===== src/gmc_pkg.sv =====
// Shared types and constants for the global minimum cut block.
package gmc_pkg;

   localparam int SUM_W    = 48;
   localparam int MASK_W   = 16;
   localparam int PHASE_W  = 4;
   localparam int NCOUNT_W = 5;
   localparam int THR_W    = 32;
   localparam int IN_W     = 32;
   localparam int NODE_LIM = 16;
   localparam int CSR_IDX_W = 1;

   localparam logic [SUM_W-1:0] SUM_MAX = {SUM_W{1'b1}};

   localparam logic CMD_LOAD  = 1'b0;
   localparam logic CMD_START = 1'b1;

   localparam logic [CSR_IDX_W-1:0] CSR_NODE_COUNT = 1'b0;
   localparam logic [CSR_IDX_W-1:0] CSR_THRESHOLD  = 1'b1;

   typedef struct packed {
      logic [SUM_W-1:0] sum;
      logic             gt;
   } alu_res_type;

endpackage


===== src/gmc_alu.sv =====
// Shared saturating adder and magnitude compare.
module gmc_alu (
   input  logic [gmc_pkg::SUM_W-1:0] op_a,
   input  logic [gmc_pkg::SUM_W-1:0] op_b,
   input  logic [gmc_pkg::SUM_W-1:0] cmp_ref,
   output gmc_pkg::alu_res_type      res
);
   import gmc_pkg::*;

   logic [SUM_W:0] wide;

   always_comb begin
      wide = {1'b0, op_a} + {1'b0, op_b};
      // clamp on carry out
      res.sum = wide[SUM_W] ? SUM_MAX : wide[SUM_W-1:0];
      res.gt  = res.sum > cmp_ref;
   end

endmodule


===== config.mk =====
export PLATFORM = sky130hd
export DESIGN_NAME = gmc_alu
export DESIGN_NICKNAME = d
export VERILOG_FILES = /design/src/gmc_pkg.sv /design/src/gmc_alu.sv
export SDC_FILE = /design/constraint.sdc
export NUM_CORES = 1
export LEC_CHECK = 0
export BUFFER_PORTS_ARGS = -buffer_cell sky130_fd_sc_hd__buf_2
export CORE_AREA = 2 2 107 98
export DETAILED_ROUTE_END_ITERATION = 8
export DIE_AREA = 0 0 109 100
export GPL_TIMING_DRIVEN = 0
export PLACE_DENSITY = 0.8
export SETUP_SLACK_MARGIN = 0.1
export SYNTH_ARGS = -nofsm -noshare
export SYNTH_HDL_FRONTEND = slang
export SYNTH_SLANG_ARGS = --single-unit

===== constraint.sdc =====
create_clock -name vclk -period 4.5
set_input_delay 0.675 -clock vclk [all_inputs]
set_output_delay 0.675 -clock vclk [all_outputs]
set_load 0.005 [all_outputs]

Word-level counts from Yosys, hierarchy flattened
Cells that the tools add are included.

Add/subtract/negate cells: 1. Multiply operators: 0. Divide/modulo/power cells: 0. Magnitude comparators: 1. Eq/ne operators: 0. Shift-type cells: 0. Multiplexer cells: 1. Bitwise operators: 0. Reductions and logical operators: 0.

Operators with widths (count): $add 48x48->49 (1); $gt 48x48->1 (1); $mux 48 (1).

Register bits after elaboration: 0. Latch bits: 0. Memory bits (writable): 0. ROM bits: 0. Input port bits: 144. Logic and storage cells: 3. Memories: 0.

Longest topological paths before layout
Depth in word-level cells: 3. Mapped depth: 20. Gate-level depth less buffers: 19.

Worst setup path before layout
Ideal clock, no wire load.

Kind: input-to-output. Start point: input port op_a[9] (netlist bit). End point: output port res[0] (netlist bit). Arrival time: 4.018 ns. Path slack: -0.193 ns. Stages: 19. Path buffers: 1. Path through: ha_1 buf_2 nand2_1 nor2_1 o2111ai_1 a31oi_1 a41oi_1 o211a_1 o21ai_1 mux2i_1 ha_1 a21o_1 a21o_1 a21o_1 a21o_1 a21oi_1 nor2b_1 o21ai_0 a31oi_1.

RTL lines: start, declared (RTL line gmc_alu.sv:3) `input logic [gmc_pkg::SUM_W-1:0] op_a,`; end, declared (RTL line gmc_alu.sv:6) `output gmc_pkg::alu_res_type res`.

==> impl_metrics.csv <==
group,metric,value,unit
synth,synth_cell_type_count,59,
run,timing.max_cap.violations,0,
power_and_ir_drop,p_int,602.2,uW
power_and_ir_drop,swShare,52.94,%
layout,antennaDiodeCount,0,
layout,regArea,0,sq um
run_status,violations,"setup timing",
grt,grt_max_degree,11,
worst_setup_path,cp-start-kind,"primary input",
power_and_ir_drop,p_total,1280,uW
grt,grt_pass1_wl,24610,um
hold_path,hp-start,"op_a[0]",
floorplan,ios,193,
layout,num-fill-cells,822,
sta,tns,-0.5011,ns
layout,stdcell_count,1003,
synth,netlist_instances,639,
synth,synth_area,4408,sq um
layout,seq_cells,0,
grt,antenna_found_initial,0,
sta,max_freq,0.2000,GHz
grt,grt_pass1_vias,5523,
floorplan,die_w,109,um
hold_path,holdPathStages,5,
synth,synth_fp_nets,880,
synth,synth_warnings,0,
routing,vias,5781,
synth,synth_mux_area_share,0.9083,%
worst_setup_path,cp.arrival,4.33,ns
synth,synthXorXnorAreaFrac,7.948,%
routing,drcViolationCount,0,
sta,worst_slew_pin_slew,0.5460,ns
synth,ys_seq_area_share,0,%
floorplan,die_h,100,um
floorplan,die-area,10900,sq um
power_and_ir_drop,pwr-share-clk,0,%
routing,ant_nets,0,
layout,final_cell_mix,"buf_2, ha_1, nand2_1",
placement,pre_cts_ws,-0.8196,ns
routing,vias_per_cell,5.764,
power_and_ir_drop,power.switching,677.5,uW
synth,synthSimpleGateAreaFrac,21.91,%
hold_path,whs_endpoint,"res[1]",
sta,layout_setup_ws,-0.5011,ns
routing,wire_per_inst,15.38,um
grt,grt_use_total,27.03,%
placement,gp_congestion,0.9052,
synth,synth_compound_area_share,33.38,%
floorplan,rows,35,
placement,place_inst,961,
worst_setup_path,crit_required,3.83,ns
synth,synth_top_family_by_area,"compound AO/OA/AOI/OAI gates",
worst_setup_path,critPathKind,"in2out",
power_and_ir_drop,p_leak,0.003317,uW
run_status,status,"complete, but fails checks",
sta,whs,1.768,ns
worst_setup_path,crit_path_max_fanout,8,
synth,syn_area_per_cell,6.898,sq um
sta,drv_slew,0,
power_and_ir_drop,peakVddDrop,110.9,uV
power_and_ir_drop,power.density,195.5,nW/um^2
layout,layout_commonest_cell,"buf_2",
placement,numPortBuffers,193,
sta,hold_viol_final,0,
layout,drive_gt1_share,40.39,%
power_and_ir_drop,combPwrFrac,100.0,%
routing,dr.pass1.iters,5,
power_and_ir_drop,p_seq_share,0,%
routing,drt_wl_total,15420,um
grt,gr-total-overflow,0,
sta,maxSlewHeadroom,63.60,%
layout,fin_nets,1117,
worst_setup_path,endpoint_kind,"primary output",
synth,synthAdderAreaFrac,27.70,%
layout,nClkBuffers,0,
routing,drtIter0Drc,310,
placement,place_hpwl,11680,um
sta,rsz0062_at_grt,"yes",
sta,setup_viol,1,
floorplan,start_util,44.34,%
sta,period_needed,5.001,ns
layout,area_delta_synth_final,48.48,%
sta,fin_crit_sh,111.1,%
layout,multi_input_area,4638,sq um
floorplan,core_region_area,9941,sq um
hold_path,min-delay-path-class,"in2out",
## logic make-up (layout without fill, tap and decap cells)
group,count (synthesis),after routing
fa+ha+maj,97,97
xor+xnor,40,40
buf+inv,81,316
compound gates,220,220
simple gates,197,197
mux,4,4
## worst max path at each step
stage / endpoint / cells past startpoint / start
after CTS: res[0] / 21 / op_a[23]
after global placement: res[0] / 22 / op_a[0]
final: res[0] / 20 / op_a[27]
after detailed placement: res[0] / 21 / op_a[9]
after floorplan: res[0] / 19 / op_a[0]
after global routing: res[0] / 18 / op_a[14]
## power groups by stage
stage               registers [uW]  clock network (uW)  logic (uW)
floorplan                        0                   0         703
global placement                 0                   0        1020
detailed placement               0                   0        1030
CTS                              0                   0        1240
global route                     0                   0        1410
finish                           0                   0        1280
## what timing repair did
item | 4_1_cts | 5_1_grt
setup endpoints to repair | 1 | 2
hold buffers | 0 | 0
buffers inserted | 35 | 5
cloned | 2 | 0
resized for setup | 99 | 3
pin swaps | 43 | 5
## area by class of cell
type	instances	share of cell area [%]
multi-input combinational	558	70.87
inverter	58	3.326
tap	129	2.466
timing repair buffer	235	20.44
buffer	23	2.906
## stage by stage
step,cell area (sq um),utilization (%)
final,6545,65.84
after global routing,6545,65.84
after CTS,6487,65.26
after detailed placement,5688,57.22
after global placement,5688,57.22
after floorplan,4561,-
## synthesized netlist by cell type, types with 4 or more instances
cell / instances / area [sq um]
and4_1: 7 / 61.31
xnor2_1: 22 / 192.7
o21a_1: 10 / 75.07
a21oi_1: 67 / 335.3
o21bai_1: 9 / 67.56
nand3_1: 14 / 70.07
o21ai_1: 8 / 40.04
xor2_1: 18 / 157.7
and3_1: 9 / 56.30
o211ai_1: 6 / 45.04
o21ai_0: 32 / 160.2
buf_2: 6 / 30.03
inv_1: 58 / 217.7
nand2_1: 86 / 322.8
a31oi_1: 12 / 75.07
nor4_1: 5 / 31.28
nand2b_1: 5 / 31.28
clkbuf_1: 9 / 33.78
nor3_1: 10 / 50.05
a211oi_1: 4 / 30.03
nor2_1: 26 / 97.59
buf_6: 6 / 67.56
nor2b_1: 6 / 37.54
ha_1: 96 / 1201
a21o_1: 39 / 292.8
nand4_1: 18 / 112.6
mux2i_1: 4 / 40.04
## layer usage
layer / track usage [%] / routed length (um) / vias up
met3: 1.883 / 1177 / 41
met1: 35.20 / 6535 / 2635
met4: 6.410 / 340 / 0
li1: - / - / 2807
met5: 0 / 0 / -
met2: 48.26 / 7370 / 298
## critical path, cell delays in order
cell	delay, ns
buf_2	0.10
ha_1	0.39
nand2_1	0.21
nor2_1	0.11
a221o_1	0.39
o31ai_4	0.34
nand4_4	0.23
nand2_8	0.20
buf_8	0.15
nand2_1	0.11
ha_1	0.22
a21o_1	0.18
a21o_1	0.15
a21o_1	0.15
a21o_1	0.14
a21oi_1	0.13
nor2b_1	0.06
o21ai_1	0.14
a31oi_1	0.09
buf_2	0.13
Power figures use the tool's default switching activity.
